<file path="config.mk">
export PLATFORM = sky130hd
export DESIGN_NAME = utf8_to_ascii_fold_unit_flat
export DESIGN_NICKNAME = d
export VERILOG_FILES = /design/src/hw/rtl/u2af_pkg.sv /design/src/hw/rtl/u2af_if.sv /design/src/hw/rtl/utf8_to_ascii_fold_unit.sv /design/src/flat_wrapper.sv
export SDC_FILE = /design/constraint.sdc
export NUM_CORES = 1
export LEC_CHECK = 0
export BUFFER_PORTS_ARGS = -buffer_cell sky130_fd_sc_hd__buf_4
export CORE_MARGIN = 2
export CORE_UTILIZATION = 44
export DETAILED_ROUTE_END_ITERATION = 8
export PLACE_DENSITY = 0.6
export SYNTH_ARGS = -nofsm -noshare
export SYNTH_HDL_FRONTEND = slang
export SYNTH_SLANG_ARGS = --single-unit
</file>
<file path="constraint.sdc">
create_clock -name clk -period 9.21 [get_ports clk]
set_input_delay 0.4605 -clock clk [delete_from_list [all_inputs] [get_ports clk]]
set_output_delay 0.4605 -clock clk [all_outputs]
set_load 0.02 [all_outputs]
</file>
<file path="src/hw/rtl/u2af_pkg.sv">
package u2af_pkg;

  localparam int unsigned BYTE_W  = 8;
  localparam int unsigned CHAR_W  = 7;
  localparam int unsigned CAP_W   = 8;
  localparam int unsigned CFG_W   = 8;
  localparam int unsigned CFG_IDX_W = 1;

  // Register indexes of the configuration port
  localparam logic [CFG_IDX_W-1:0] CFG_UPPERCASE = 1'd0;
  localparam logic [CFG_IDX_W-1:0] CFG_CAPACITY  = 1'd1;

  localparam logic       UPPERCASE_RST = 1'b0;
  localparam logic [CAP_W-1:0] CAPACITY_RST = 8'd255;

  // Source bytes with a meaning of their own
  localparam logic [BYTE_W-1:0] B_NUL      = 8'h00;
  localparam logic [BYTE_W-1:0] B_LEAD_E2  = 8'hE2;
  localparam logic [BYTE_W-1:0] B_CONT_80  = 8'h80;
  localparam logic [BYTE_W-1:0] B_EN_DASH  = 8'h93;
  localparam logic [BYTE_W-1:0] B_EM_DASH  = 8'h94;
  localparam logic [BYTE_W-1:0] B_LEAD_C2  = 8'hC2;
  localparam logic [BYTE_W-1:0] B_MID_DOT  = 8'hB7;
  localparam logic [BYTE_W-1:0] B_LEAD_C3  = 8'hC3;

  localparam logic [CHAR_W-1:0] CH_NUL   = 7'h00;
  localparam logic [CHAR_W-1:0] CH_QUEST = 7'h3F;
  localparam logic [CHAR_W-1:0] CH_DASH  = 7'h2D;

  // One result beat
  typedef struct packed {
    logic [CHAR_W-1:0] out_char;
    logic              is_end;
  } res_t;

  // Fold a Latin-1 letter (second byte of a C3 pair, low six bits) to ASCII
  function automatic logic [CHAR_W-1:0] fold_latin1(input logic [5:0] idx);
    logic [CHAR_W-1:0] c;
    case (idx)
      6'd0, 6'd1, 6'd2, 6'd3, 6'd4, 6'd5, 6'd6: c = 7'h41; // A
      6'd7:                              c = 7'h43; // C
      6'd8, 6'd9, 6'd10, 6'd11:          c = 7'h45; // E
      6'd12, 6'd13, 6'd14, 6'd15:        c = 7'h49; // I
      6'd16:                             c = 7'h44; // D
      6'd17:                             c = 7'h4E; // N
      6'd18, 6'd19, 6'd20, 6'd21, 6'd22: c = 7'h4F; // O
      6'd23:                             c = 7'h78; // x
      6'd24:                             c = 7'h4F; // O
      6'd25, 6'd26, 6'd27, 6'd28:        c = 7'h55; // U
      6'd29:                             c = 7'h59; // Y
      6'd30:                             c = 7'h54; // T
      6'd31:                             c = 7'h73; // s
      6'd32, 6'd33, 6'd34, 6'd35, 6'd36, 6'd37, 6'd38: c = 7'h61; // a
      6'd39:                             c = 7'h63; // c
      6'd40, 6'd41, 6'd42, 6'd43:        c = 7'h65; // e
      6'd44, 6'd45, 6'd46, 6'd47:        c = 7'h69; // i
      6'd48:                             c = 7'h64; // d
      6'd49:                             c = 7'h6E; // n
      6'd50, 6'd51, 6'd52, 6'd53, 6'd54: c = 7'h6F; // o
      6'd55:                             c = 7'h2F; // /
      6'd56:                             c = 7'h6F; // o
      6'd57, 6'd58, 6'd59, 6'd60:        c = 7'h75; // u
      6'd61:                             c = 7'h79; // y
      6'd62:                             c = 7'h74; // t
      6'd63:                             c = 7'h79; // y
      default:                           c = CH_QUEST;
    endcase
    return c;
  endfunction

  function automatic logic [CHAR_W-1:0] upcase(input logic [CHAR_W-1:0] c,
                                               input logic en);
    logic [CHAR_W-1:0] r;
    r = c;
    if (en && c >= 7'h61 && c <= 7'h7A) begin
      r = c - 7'h20;
    end
    return r;
  endfunction

endpackage

</file>
<file path="src/hw/rtl/u2af_if.sv">
interface u2af_in_if;
  logic                          valid;
  logic                          ready;
  logic [u2af_pkg::BYTE_W-1:0]   in_byte;

  modport source (output valid, output in_byte, input ready);
  modport sink   (input valid, input in_byte, output ready);
endinterface

interface u2af_out_if;
  logic                          valid;
  logic                          ready;
  logic [u2af_pkg::CHAR_W-1:0]   out_char;
  logic                          is_end;

  modport source (output valid, output out_char, output is_end, input ready);
  modport sink   (input valid, input out_char, input is_end, output ready);
endinterface

</file>
<file path="src/hw/rtl/utf8_to_ascii_fold_unit.sv">
// Channel  | Dir | Payload                     | Beat taken when
// ---------+-----+-----------------------------+------------------------------
// in_bus   | in  | in_byte[7:0]                | in_bus.valid & in_bus.ready
// out_bus  | out | out_char[6:0], is_end       | out_bus.valid & out_bus.ready
// cfg_*    | in  | cfg_index[0], cfg_wdata[7:0]| cfg_we
//
// One source byte is decoded in the cycle it is taken; its zero, one or two
// result beats land in a three-entry result queue and show in the next cycle.
// One byte per cycle is sustained while each byte yields at most one beat
// and out_bus.ready stays high; a byte yielding two beats drops in_bus.ready.
// in_bus.ready is a register: high while the queue holds at most one beat.
// rst_n is synchronous, active low: it clears the decoder, the character
// count, the queue and the registers to their defaults.
module utf8_to_ascii_fold_unit (
  input  logic                              clk,
  input  logic                              rst_n,
  u2af_in_if.sink                           in_bus,
  u2af_out_if.source                        out_bus,
  input  logic                              cfg_we,
  input  logic [u2af_pkg::CFG_IDX_W-1:0]    cfg_index,
  input  logic [u2af_pkg::CFG_W-1:0]        cfg_wdata
);

  // Decoder phases
  localparam logic [2:0] PH_IDLE = 3'd0;
  localparam logic [2:0] PH_SKIP = 3'd1;
  localparam logic [2:0] PH_E2A  = 3'd2;
  localparam logic [2:0] PH_E2B  = 3'd3;
  localparam logic [2:0] PH_C2A  = 3'd4;
  localparam logic [2:0] PH_C3A  = 3'd5;

  localparam int unsigned QDEPTH = 3;

  logic                               upper_r;
  logic [u2af_pkg::CAP_W-1:0]         cap_r;
  logic [2:0]                         phase_r, phase_nxt;
  logic [u2af_pkg::CAP_W-1:0]         cw_r, cw_nxt;

  u2af_pkg::res_t                     q_r [QDEPTH];
  u2af_pkg::res_t                     q_nxt [QDEPTH];
  logic [1:0]                         cnt_r, cnt_nxt;
  logic                               rdy_r, rdy_nxt;

  logic                               accept, pop;
  logic [u2af_pkg::BYTE_W-1:0]        b;
  logic                               b_cont;

  // decode scratch
  logic                               put_a;
  logic [u2af_pkg::CHAR_W-1:0]        char_a;
  logic                               do_lead;
  logic [2:0]                         ph_alt;
  logic                               emit_a, emit_b;
  u2af_pkg::res_t                     res_a, res_b, slot0, slot1;
  logic [u2af_pkg::CAP_W:0]           cw1;
  logic [u2af_pkg::CAP_W:0]           cw_ext;
  logic [1:0]                         nres, base;

  assign accept = in_bus.valid & rdy_r;
  assign pop    = out_bus.valid & out_bus.ready;
  assign b      = in_bus.in_byte;
  assign b_cont = (b[7:6] == 2'b10);

  assign in_bus.ready     = rdy_r;
  assign out_bus.valid    = (cnt_r != 2'd0);
  assign out_bus.out_char = q_r[0].out_char;
  assign out_bus.is_end   = q_r[0].is_end;

  // Phase decode: an optional first character, then either a new lead byte
  // or a plain phase change.
  always_comb begin
    put_a   = 1'b0;
    char_a  = u2af_pkg::CH_QUEST;
    do_lead = 1'b0;
    ph_alt  = PH_IDLE;
    case (phase_r)
      PH_SKIP: begin
        if (b_cont) begin
          ph_alt = PH_SKIP;
        end else begin
          do_lead = 1'b1;
        end
      end
      PH_E2A: begin
        if (b == u2af_pkg::B_CONT_80) begin
          ph_alt = PH_E2B;
        end else begin
          put_a = 1'b1;
          if (b_cont) ph_alt = PH_SKIP;
          else        do_lead = 1'b1;
        end
      end
      PH_E2B: begin
        if (b == u2af_pkg::B_EN_DASH || b == u2af_pkg::B_EM_DASH) begin
          put_a  = 1'b1;
          char_a = u2af_pkg::CH_DASH;
        end else begin
          put_a = 1'b1;
          if (b_cont) ph_alt = PH_SKIP;
          else        do_lead = 1'b1;
        end
      end
      PH_C2A: begin
        if (b == u2af_pkg::B_MID_DOT) begin
          put_a  = 1'b1;
          char_a = u2af_pkg::CH_DASH;
        end else begin
          put_a = 1'b1;
          if (b_cont) ph_alt = PH_SKIP;
          else        do_lead = 1'b1;
        end
      end
      PH_C3A: begin
        put_a = 1'b1;
        if (b == u2af_pkg::B_NUL) begin
          do_lead = 1'b1;
        end else if (b_cont) begin
          char_a = u2af_pkg::fold_latin1(b[5:0]);
        end
      end
      default: begin
        do_lead = 1'b1;
      end
    endcase
  end

  // Capacity gate and the lead-byte handler
  always_comb begin
    cw_ext = {1'b0, cw_r};
    emit_a = put_a && ((cw_ext + 1'b1) < {1'b0, cap_r});
    res_a.out_char = u2af_pkg::upcase(char_a, upper_r);
    res_a.is_end   = 1'b0;
    cw1 = cw_ext + {{u2af_pkg::CAP_W{1'b0}}, emit_a};

    emit_b         = 1'b0;
    res_b.out_char = u2af_pkg::upcase(b[6:0], upper_r);
    res_b.is_end   = 1'b0;
    cw_nxt         = cw1[u2af_pkg::CAP_W-1:0];
    phase_nxt      = ph_alt;
    if (do_lead) begin
      if (b == u2af_pkg::B_NUL) begin
        // terminator: shown whenever there is room for anything at all
        emit_b         = (cap_r != '0);
        res_b.out_char = u2af_pkg::CH_NUL;
        res_b.is_end   = 1'b1;
        cw_nxt         = '0;
        phase_nxt      = PH_IDLE;
      end else if (!b[7]) begin
        emit_b    = (cw1 + 1'b1) < {1'b0, cap_r};
        phase_nxt = PH_IDLE;
      end else if (b == u2af_pkg::B_LEAD_E2) begin
        phase_nxt = PH_E2A;
      end else if (b == u2af_pkg::B_LEAD_C2) begin
        phase_nxt = PH_C2A;
      end else if (b == u2af_pkg::B_LEAD_C3) begin
        phase_nxt = PH_C3A;
      end else begin
        emit_b         = (cw1 + 1'b1) < {1'b0, cap_r};
        res_b.out_char = u2af_pkg::upcase(u2af_pkg::CH_QUEST, upper_r);
        phase_nxt      = PH_SKIP;
      end
      if (b != u2af_pkg::B_NUL) begin
        cw_nxt = cw1[u2af_pkg::CAP_W-1:0] + {{(u2af_pkg::CAP_W-1){1'b0}}, emit_b};
      end
    end
  end

  // Result queue: shift out at the head, append compacted results behind
  always_comb begin
    slot0 = emit_a ? res_a : res_b;
    slot1 = res_b;
    nres  = {1'b0, emit_a} + {1'b0, emit_b};
    if (!accept) nres = 2'd0;
    base  = cnt_r - {1'b0, pop};

    for (int i = 0; i < QDEPTH; i++) begin
      if (pop && i < QDEPTH - 1) q_nxt[i] = q_r[i+1];
      else                       q_nxt[i] = q_r[i];
    end
    for (int i = 0; i < QDEPTH; i++) begin
      if (nres != 2'd0 && base == i[1:0]) q_nxt[i] = slot0;
      if (nres == 2'd2 && (base + 2'd1) == i[1:0]) q_nxt[i] = slot1;
    end
    cnt_nxt = base + nres;
    rdy_nxt = (cnt_nxt <= 2'd1);
  end

  always_ff @(posedge clk) begin
    if (!rst_n) begin
      upper_r <= u2af_pkg::UPPERCASE_RST;
      cap_r   <= u2af_pkg::CAPACITY_RST;
      phase_r <= PH_IDLE;
      cw_r    <= '0;
      cnt_r   <= 2'd0;
      rdy_r   <= 1'b0;
    end else begin
      if (cfg_we) begin
        case (cfg_index)
          u2af_pkg::CFG_UPPERCASE: upper_r <= cfg_wdata[0];
          u2af_pkg::CFG_CAPACITY:  cap_r   <= cfg_wdata[u2af_pkg::CAP_W-1:0];
          default: ;
        endcase
      end
      // advance the decoder only on a taken beat
      if (accept) begin
        phase_r <= phase_nxt;
        cw_r    <= cw_nxt;
      end
      cnt_r <= cnt_nxt;
      rdy_r <= rdy_nxt;
    end
  end

  // queue payload: no reset, guarded by cnt_r
  always_ff @(posedge clk) begin
    for (int i = 0; i < QDEPTH; i++) begin
      q_r[i] <= q_nxt[i];
    end
  end

endmodule

</file>
<file path="src/flat_wrapper.sv">
// flat-port wrapper written by rule: the top's interface ports become plain ports
module utf8_to_ascii_fold_unit_flat 
  (clk, rst_n, cfg_we, cfg_index, cfg_wdata, in_bus_valid, in_bus_in_byte, in_bus_ready, out_bus_valid, out_bus_out_char, out_bus_is_end, out_bus_ready);
  u2af_in_if in_bus_i ();
  u2af_out_if out_bus_i ();
  input  logic clk;
  input  logic rst_n;
  input  logic cfg_we;
  input  logic [u2af_pkg::CFG_IDX_W-1:0] cfg_index;
  input  logic [u2af_pkg::CFG_W-1:0] cfg_wdata;
  input wire logic [$bits(in_bus_i.valid)-1:0] in_bus_valid;
  input wire logic [$bits(in_bus_i.in_byte)-1:0] in_bus_in_byte;
  output wire logic [$bits(in_bus_i.ready)-1:0] in_bus_ready;
  output wire logic [$bits(out_bus_i.valid)-1:0] out_bus_valid;
  output wire logic [$bits(out_bus_i.out_char)-1:0] out_bus_out_char;
  output wire logic [$bits(out_bus_i.is_end)-1:0] out_bus_is_end;
  input wire logic [$bits(out_bus_i.ready)-1:0] out_bus_ready;
  assign in_bus_i.valid = in_bus_valid;
  assign in_bus_i.in_byte = in_bus_in_byte;
  assign in_bus_ready = in_bus_i.ready;
  assign out_bus_valid = out_bus_i.valid;
  assign out_bus_out_char = out_bus_i.out_char;
  assign out_bus_is_end = out_bus_i.is_end;
  assign out_bus_i.ready = out_bus_ready;
  utf8_to_ascii_fold_unit u_core (.clk(clk), .rst_n(rst_n), .in_bus(in_bus_i), .out_bus(out_bus_i), .cfg_we(cfg_we), .cfg_index(cfg_index), .cfg_wdata(cfg_wdata));
endmodule
</file>
==> impl_metrics.py, run 1 <==
metrics = {
    "cells_and_area": {
        "layout-drive-gt1-share_pct": 12.3,
        "area_delta_synth_final_pct": 8.19,
        "fin_nets": 535,
        "fin_util_pct": 48.4,
        "antenna_cells": 0,
    },
    "logic_synthesis": {
        "ys.flop_type": "edfxtp_1",
        "synth_area_mm2": 0.00408,
        "ys_ff_latch": 47,
        "yosys_warnings": 0,
        "synth_edf_count": 24,
        "synthArstFlopShare_pct": 0,
        "ys_seq_area_share_pct": 29.0,
        "synthDistinctLibCells": 73,
        "syn_nets": 530,
        "avgSynthCellArea_um2": 8.46,
        "netlist_instances": 482,
    },
    "timing": {
        "setup_violations": 0,
        "slew_headroom_pct": 20.2,
        "hold_viol": 0,
        "fin_crit_sh_pct": 85.0,
        "worst_slack_ns": 1.38,
        "rsz0062_at_grt": "false",
        "drv_slew": 0,
        "layout_min_cycle_time_ns": 7.83,
        "worst_pin_slew_ns": 1.19,
        "fmax_ghz": 0.128,
        "holdWs_ns": 0.369,
        "setup_tns_ns": 0,
        "finClkSkew_ns": 0.00861,
    },
    "global_routing": {
        "top_usage_layer": "met2",
        "grt_pass1_vias": 3674,
        "grtUsageMet1_pct": 27.6,
        "grt_pass1_wl_um": 18100,
        "antenna_found_initial": 0,
        "grt_overflow_total": 0,
        "globalRouteMet2Util_pct": 39.8,
        "grt_max_degree": 22,
        "grt_use_met3_pct": 3.13,
        "grtUsageTotal_pct": 22.2,
    },
    "run_status": {
        "status": "finished, final reports clean",
    },
    "clock_tree": {
        "cts_hold_buffers": 0,
        "h-tree-depth": 2,
        "clk_latency_ns": 0.32,
        "cts_resized": 0,
        "cts_buffers": 5,
        "clk_pin_slew_ns": 0.10,
        "clockRootBuffer": "clkbuf_8",
        "clock-sinks": 47,
        "cts_tree": "done",
        "cts_setup_buffers": 0,
        "clockBufferDepth": 2,
    },
    "drt": {
        "wire_per_inst_um": 18.0,
        "viasPerCell": 6.16,
        "wl_um": 10800,
        "vias": 3691,
        "drt_pass1_iterations": 5,
        "dr.first_iter.drc_count": 277,
        "drc_errors": 0,
        "route.antenna.remaining_nets": 0,
    },
    "critical_path": {
        "critPathSlowestCell": "nor4_1",
        "start_kind": "register",
        "cp.required_ns": 9.29,
        "cpPeakStageDelay_ns": 0.91,
        "cp_common_cell": "ha_1",
        "critPathMaxFanout": 16,
        "crit_family": "simple AND/OR/NAND/NOR gates",
        "path_class": "reg -> reg",
        "path_buf_inv": 0,
        "end_kind": "register",
        "crit_arrival_ns": 7.91,
    },
    "worst_hold_path": {
        "hold_class": "in -> reg",
    },
    "floorplanning": {
        "die_width_um": 100,
        "coreArea_mm2": 0.00911,
        "io_pins": 32,
        "fp-row-count": 35,
        "start_util_pct": 44.8,
        "dieHeight_um": 100,
        "die_area_mm2": 0.0101,
    },
    "power": {
        "power_leakage_nw": 1.81,
        "ir_worst_vdd_uv": 78.4,
        "finalPower_w": 0.000727,
        "p_per_area_mw_per_mm2": 165,
    },
    "run": {
        "maxCapViolations": 0,
    },
    "place": {
        "io_buffers": 31,
        "routabilityCongestion": 0.890,
        "dp_hpwl_um": 8010,
        "preCtsSetupSlack_ns": 1.58,
    },
}
## synth_stat cells (8+ instances only)
cell / instances / area, um2
a21oi_1: 13 / 65.1
a22oi_1: 12 / 90.1
and2_1: 12 / 75.1
and3_1: 12 / 75.1
buf_4: 9 / 67.6
clkbuf_1: 15 / 56.3
dfxtp_1: 23 / 460
edfxtp_1: 24 / 721
ha_1: 26 / 325
inv_1: 22 / 82.6
mux2i_1: 8 / 80.1
nand2_1: 48 / 180
nand3_1: 20 / 100
nor2_1: 27 / 101
nor2b_1: 13 / 81.3
nor3_1: 9 / 45.0
o211ai_1: 10 / 75.1
o21ai_0: 18 / 90.1
o22ai_1: 10 / 62.6
xnor2_1: 16 / 140
xor2_1: 9 / 78.8
## flip-flops by register name (all words and copies together) (netlist names)
register,count
u_core.cap_r,8
u_core.cnt_r,2
u_core.cw_r,8
u_core.in_bus.ready,1
u_core.phase_r,3
u_core.q_r,24
u_core.upper_r,1
## report_power, final
part / leakage (nW) / internal (W) / switching (W) / total, W
logic: 1.33 / 0.0000939 / 0.000152 / 0.000246
clock network: 0.0703 / 0.000110 / 0.0000812 / 0.000192
registers: 0.409 / 0.000268 / 0.0000213 / 0.000289
total: 1.81 / 0.000472 / 0.000254 / 0.000727
## path summary, 6_finish.rpt
kind	start	end	slack [ns]	depth (start not counted)
setup / recovery	u_core.cw_r[2]	u_core.q_r[0][7]	1.38	28
hold / removal	cfg_wdata[2]	u_core.cap_r[2]	0.37	3
setup reg to reg	u_core.cw_r[2]	u_core.q_r[0][7]	1.38	28
hold reg to reg	u_core.cap_r[0]	u_core.cap_r[0]	0.56	2
## through the flow
stage	instances	cell area, um2
after floorplan	482	4080
after global placement	591	4270
after detailed placement	591	4270
after CTS	599	4410
after global routing	599	4410
final	599	4410
## tightest hold or removal path, cell delays in order
cell and delay, ns:
buf_4 0.07, nand2_1 0.04, o211ai_1 0.07
## cell families after synthesis
| group | count (synthesis) | synth area share [%] |
|---|---|---|
| AOI/OAI and AO/OA | 138 | 24.9 |
| xor gates and xnor gates | 25 | 5.37 |
| adders and majority gates | 26 | 7.98 |
| buffers and inverters | 56 | 6.56 |
| DFF | 47 | 29.0 |
| muxes | 10 | 2.52 |
| and+or+nand+nor | 180 | 23.7 |
## layer usage
layer,share of wire [%],vias up
li1,-,1813
met3,3.2,15
met2,50,92
met1,45,1771
met5,0,-
met4,1.6,0
## layout by cell type (no fill, tap or decap), types with 3 or more instances in the layout
| cell | synthesis | final |
|---|---|---|
| buf_4 | 9 | 32 |
| o31ai_1 | 4 | 4 |
| ha_1 | 26 | 26 |
| and2_1 | 12 | 12 |
| clkbuf_8 | 0 | 5 |
| o21ai_0 | 18 | 18 |
| edfxtp_1 | 24 | 24 |
| nand2_1 | 48 | 48 |
| a21oi_1 | 13 | 13 |
| a21boi_0 | 4 | 4 |
| a21o_1 | 7 | 7 |
| o211ai_1 | 10 | 10 |
| xor2_1 | 9 | 9 |
| dfxtp_1 | 23 | 23 |
| nor2b_1 | 13 | 13 |
| nor4_1 | 6 | 6 |
| nand3_1 | 20 | 20 |
| a32oi_1 | 3 | 3 |
| a22oi_1 | 12 | 12 |
| xnor2_1 | 16 | 16 |
| o21ai_1 | 4 | 4 |
| mux2i_1 | 8 | 8 |
| nand2b_1 | 7 | 7 |
| nor2_1 | 27 | 27 |
| inv_1 | 22 | 22 |
| a211oi_1 | 3 | 3 |
| a31oi_1 | 7 | 7 |
| nand4_1 | 6 | 6 |
| o22ai_1 | 10 | 10 |
| a22o_1 | 7 | 7 |
| a31o_2 | 3 | 3 |
| o211a_1 | 3 | 3 |
| o21a_1 | 6 | 6 |
| nor3_1 | 9 | 9 |
| and3_1 | 12 | 12 |
## final cells by class
type	count	area, um2
Inverter	22	82.6
Sequential cell	47	1180
Timing Repair Buffer	32	240
Clock buffer	5	68.8
Clock inverter	3	71.3
Multi-Input combinational cell	379	2630
Fill cell	918	4700
Tap cell	111	139
Power figures use the tool's default switching activity.
==> inputs of run 2 (changes only) <==
Settings changed: BUFFER_PORTS_ARGS -buffer_cell sky130_fd_sc_hd__buf_4 to -buffer_cell sky130_fd_sc_hd__clkbuf_2.
==> run 2 against run 1 <==
- global-route usage decreased by 0.89 points
- sequential power about the same
- final cell count unchanged
- first-iteration DRC count decreased by 25%
- combinational power decreased by 5%
- setup slack improved by 0.10 ns
- worst hold slack improved by 0.0083 ns
- largest power group unchanged
==> impl_metrics.py, run 2 (synthesis gave the netlist of run 1 again) <==
metrics = {
    "cells_and_area": {
        "top_regs": "u_core.q_r: 24 flops, u_core.cap_r: 8 flops, u_core.cw_r: 8 flops",
        "layout-drive-gt1-share_pct": 12.3,
        "top_register": "u_core.q_r",
        "fin_nets": 535,
        "final_cell_mix": "48 x nand2_1, 31 x clkbuf_2, 27 x nor2_1",
        "finalInstanceArea_mm2": 0.00431,
        "final_cells": 599,
        "largest_reg_flops": 24,
        "area_delta_synth_final_pct": 5.67,
        "final_common_cell": "nand2_1",
        "antenna_cells": 0,
    },
    "clock_tree": {
        "clockBufferDepth": 2,
        "cts_hold_buffers": 0,
        "cts_tree": "done",
        "clock-sinks": 47,
        "h-tree-depth": 2,
        "clk_latency_ns": 0.32,
        "cts_resized": 0,
        "clk_pin_slew_ns": 0.10,
        "cts_setup_buffers": 0,
        "cts_buffers": 5,
        "clockRootBuffer": "clkbuf_8",
    },
    "drt": {
        "vias": 3710,
        "dr.first_iter.drc_count": 207,
        "route.antenna.remaining_nets": 0,
        "drt_pass1_iterations": 5,
        "drc_errors": 0,
        "wire_per_inst_um": 17.5,
        "wl_um": 10500,
        "viasPerCell": 6.19,
    },
    "global_routing": {
        "grtUsageTotal_pct": 21.3,
        "grt_max_degree": 22,
        "grt_pass1_vias": 3491,
        "grt_pass1_wl_um": 17300,
        "antenna_found_initial": 0,
        "grt_overflow_total": 0,
    },
    "place": {
        "placed_area_mm2": 0.00420,
        "preCtsSetupSlack_ns": 1.61,
        "routabilityCongestion": 0.884,
        "placed_cells": 591,
        "io_buffers": 31,
        "dp_hpwl_um": 7990,
    },
    "run_status": {
        "status": "finished, final reports clean",
    },
    "floorplanning": {
        "die_area_mm2": 0.0101,
        "dieHeight_um": 100,
        "fp-row-count": 35,
        "coreArea_mm2": 0.00911,
        "io_pins": 32,
        "start_util_pct": 44.8,
        "die_width_um": 100,
    },
    "worst_hold_path": {
        "worstHoldStart": "cfg_wdata[5]",
        "hold_class": "in -> reg",
    },
    "timing": {
        "hold_viol": 0,
        "worst_pin_slew_ns": 1.24,
        "fin_crit_sh_pct": 83.9,
        "worst_slack_ns": 1.48,
        "layout_min_cycle_time_ns": 7.73,
        "setup_violations": 0,
        "rsz0062_at_grt": "false",
        "finClkSkew_ns": 0.0108,
        "slew_headroom_pct": 16.8,
        "fmax_ghz": 0.129,
        "drv_slew": 0,
        "setup_tns_ns": 0,
    },
    "critical_path": {
        "reg2reg_from": "u_core.cw_r[2]",
        "end_kind": "register",
        "cpPeakStageDelay_ns": 0.94,
        "critPathMaxFanout": 16,
        "critPathSlowestCell": "nor4_1",
        "start_kind": "register",
        "cp.required_ns": 9.30,
        "startpoint": "u_core.cw_r[2]",
        "crit_arrival_ns": 7.81,
        "cp_common_cell": "ha_1",
        "path_class": "reg -> reg",
    },
    "power": {
        "power_leakage_nw": 1.78,
        "p_per_area_mw_per_mm2": 159,
        "ir_worst_vdd_uv": 71.2,
    },
    "run": {
        "maxCapViolations": 0,
    },
}
-- run 2: cell types whose count changed in the layout (fill, tap and decap cells not counted), sizes merged --
cell / change
clkbuf: +31
bufinv: -1
clkinvlp: +1
buf: -31
-- run 2: metrics by stage --
stage	util [%]	hold WS, ns	total power, W
after floorplan	-	0.489	0.000476
after global placement	46.1	0.544	0.000522
after detailed placement	46.1	0.535	0.000526
after CTS	47.3	0.378	0.000688
after global routing	47.3	0.393	0.000726
final	47.3	0.377	0.000684
-- run 2: worst max-delay path: cells and delay by family (launching register included) --
kind / cells / cell delay [ns]
compound gates: 9 / 2.19
flops: 1 / 0.62
simple gates: 12 / 2.88
xor+xnor: 2 / 0.30
fa+ha+maj: 5 / 1.51
-- run 2: layout make-up --
cell class	instances	area, um2
Multi-Input combinational cell	379	2630
Inverter	22	82.6
Clock inverter	3	46.3
Clock buffer	5	68.8
Tap cell	111	139
Fill cell	905	4800
Timing Repair Buffer	32	163
Sequential cell	47	1180
-- run 2: worst paths after layout --
path / end / slack, ns / cells after the start
max: u_core.q_r[0][7] / 1.48 / 28
min reg2reg: u_core.cap_r[0] / 0.56 / 2
max reg2reg: u_core.q_r[0][7] / 1.48 / 28
min: u_core.cap_r[5] / 0.38 / 3
-- run 2: power breakdown --
group / switching [W] / internal (W)
Combinational: 0.000151 / 0.0000818
Clock: 0.0000800 / 0.0000819
Sequential: 0.0000205 / 0.000268
Total: 0.000252 / 0.000432
-- run 2: layer usage --
layer,track usage [%],part of all wire (%)
met1,25.9,44
met2,38.4,50
met3,2.86,4.1
met4,7.48,2.9
met5,0,0
==> inputs of run 3 (changes only) <==
Clock period 9.21 ns to 7.3 ns, I/O delays scaled along.
==> run 3 against run 2 <==
- clock skew about the same
- via count rose by 0.40%
- core utilization is 0.95 points higher
- sequential power increased by 25%
- count of clock-buffer cells in the layout unchanged
- combinational power grew 30%
- register-to-register slack worse by 0.83 ns
- global-route usage up 0.33 points
- total power up 33%
- largest power group unchanged
==> impl_metrics.py, run 3 (synthesis gave the netlist of run 1 again) <==
metrics = {
    "place": {
        "placed_cells": 598,
        "dp_hpwl_um": 7920,
        "routabilityCongestion": 0.880,
        "preCtsSetupSlack_ns": 0.508,
        "io_buffers": 31,
    },
    "cells_and_area": {
        "area_delta_synth_final_pct": 7.79,
        "antenna_cells": 0,
        "final_cell_mix": "48 x nand2_1, 31 x clkbuf_2, 27 x nor2_1",
        "final_cells": 606,
        "top_register": "u_core.q_r",
        "largest_reg_flops": 24,
        "final_common_cell": "nand2_1",
        "fin_util_pct": 48.3,
        "fin_nets": 542,
        "top_regs": "u_core.q_r: 24 flops, u_core.cap_r: 8 flops, u_core.cw_r: 8 flops",
        "layout-drive-gt1-share_pct": 14.1,
    },
    "critical_path": {
        "startpoint": "u_core.cw_r[4]",
        "worstReg2RegEnd": "u_core.q_r[0][14]",
        "crit_arrival_ns": 6.69,
        "start_kind": "register",
        "r2r_setup_slack_ns": 0.65,
        "path_class": "reg -> reg",
        "reg2reg_from": "u_core.cw_r[4]",
        "critPathMaxFanout": 11,
        "end_kind": "register",
        "cp.required_ns": 7.34,
        "rr_worst_depth": 27,
    },
    "worst_hold_path": {
        "worstHoldStart": "cfg_wdata[6]",
        "worstHoldEndpoint": "u_core.cap_r[6]",
        "hold_path_depth": 3,
        "hold_class": "in -> reg",
    },
    "clock_tree": {
        "clockRootBuffer": "clkbuf_8",
        "clk_pin_slew_ns": 0.11,
        "h-tree-depth": 2,
        "clockBufferDepth": 2,
        "cts_hold_buffers": 0,
        "clk_latency_ns": 0.31,
        "clock-sinks": 47,
        "cts_setup_buffers": 0,
        "cts_tree": "done",
        "cts_buffers": 5,
    },
    "timing": {
        "drv_slew": 0,
        "fmax_ghz": 0.150,
        "setup_tns_ns": 0,
        "finClkSkew_ns": 0.0108,
        "worst_slack_ns": 0.652,
        "rsz0062_at_grt": "false",
        "hold_viol": 0,
        "setup_violations": 0,
        "worst_pin_slew_ns": 0.885,
        "layout_min_cycle_time_ns": 6.65,
        "slew_headroom_pct": 40.6,
        "fin_crit_sh_pct": 91.1,
    },
    "drt": {
        "vias": 3725,
        "wire_per_inst_um": 17.6,
        "wl_um": 10700,
        "drc_errors": 0,
        "dr.first_iter.drc_count": 209,
        "viasPerCell": 6.15,
        "drt_pass1_iterations": 5,
        "route.antenna.remaining_nets": 0,
    },
    "floorplanning": {
        "start_util_pct": 44.8,
        "fp-row-count": 35,
        "io_pins": 32,
        "dieHeight_um": 100,
        "coreArea_mm2": 0.00911,
        "die_area_mm2": 0.0101,
        "die_width_um": 100,
    },
    "global_routing": {
        "antenna_found_initial": 0,
        "grt_max_degree": 22,
        "grt_overflow_total": 0,
        "grt_pass1_vias": 3497,
        "grtUsageTotal_pct": 21.6,
        "grt_pass1_wl_um": 17600,
    },
    "power": {
        "p_per_area_mw_per_mm2": 206,
        "ir_worst_vdd_uv": 89.1,
        "power_leakage_nw": 1.83,
    },
    "run_status": {
        "status": "finished, final reports clean",
    },
    "run": {
        "maxCapViolations": 0,
    },
}
run 3: cell count changes in the layout (fill, tap and decap cells not counted), sizes merged:
cell / previous run / this run
bufinv: 1 / 2
buf: 1 / 8
clkinvlp: 1 / 0
run 3: power by group:
part | switching (W) | leakage (nW) | internal, W
Combinational | 0.000194 | 1.35 | 0.000109
Sequential | 0.0000236 | 0.409 | 0.000338
Clock | 0.000103 | 0.0703 | 0.000139
Total | 0.000320 | 1.83 | 0.000586
run 3: routing by layer:
metal | vias up | track usage, % | share of wire, %
li1 | 1828 | - | -
met1 | 1774 | 28.5 | 44
met2 | 102 | 37.2 | 49
met3 | 21 | 2.51 | 4.5
met4 | 0 | 6.64 | 2.0
met5 | - | 0 | 0
run 3: critical path, stage by stage, from the launching register on:
cell	delay (ns)
dfxtp_1	0.34
and3_1	0.30
and3_1	0.26
nand3_1	0.11
xnor2_1	0.15
ha_1	0.28
and3_1	0.20
a221oi_1	0.30
o2111a_2	0.39
ha_1	0.26
ha_1	0.34
nand2_1	0.09
o31ai_1	0.24
a32oi_1	0.13
nand2b_1	0.21
nor2_1	0.26
nand2_1	0.13
xor2_1	0.16
ha_1	0.19
a311o_1	0.26
a21oi_1	0.11
a21o_1	0.16
and2_1	0.13
ha_1	0.21
nand2_1	0.15
or4_1	0.65
o21ai_2	0.21
a222oi_1	0.15
run 3: repair_timing:
item / CTS / global route
hold endpoints to repair: 0 / 0
setup endpoints to repair: 0 / 13
gates resized for setup: 0 / 3
run 3: cell type report:
type                            count  area [um2]
Sequential cell                    47        1180
Inverter                           22        82.6
Multi-Input combinational cell    379        2640
Tap cell                          111         139
Timing Repair Buffer               39         215
Clock inverter                      3        71.3
Fill cell                         886        4710
Clock buffer                        5        68.8
run 3: worst max-delay path by stage:
stage                   endpoint  depth (start not counted)  slack [ns]
2_1_floorplan   u_core.q_r[0][7]                         31        0.75
3_3_place_gp   u_core.q_r[0][14]                         27        0.66
3_5_place_dp   u_core.q_r[0][14]                         27        0.51
4_1_cts        u_core.q_r[0][14]                         27        0.48
5_1_grt        u_core.q_r[0][15]                         28        0.10
6_report       u_core.q_r[0][14]                         27        0.65
run 3: stage by stage:
step                      total power, W  hold slack (ns)  cell area (um2)
final                           0.000906            0.275             4400
after global routing            0.000957            0.289             4400
after CTS                       0.000909            0.271             4390
after detailed placement        0.000668            0.530             4250
after global placement          0.000663            0.532             4250
after floorplan                 0.000600            0.489             4080
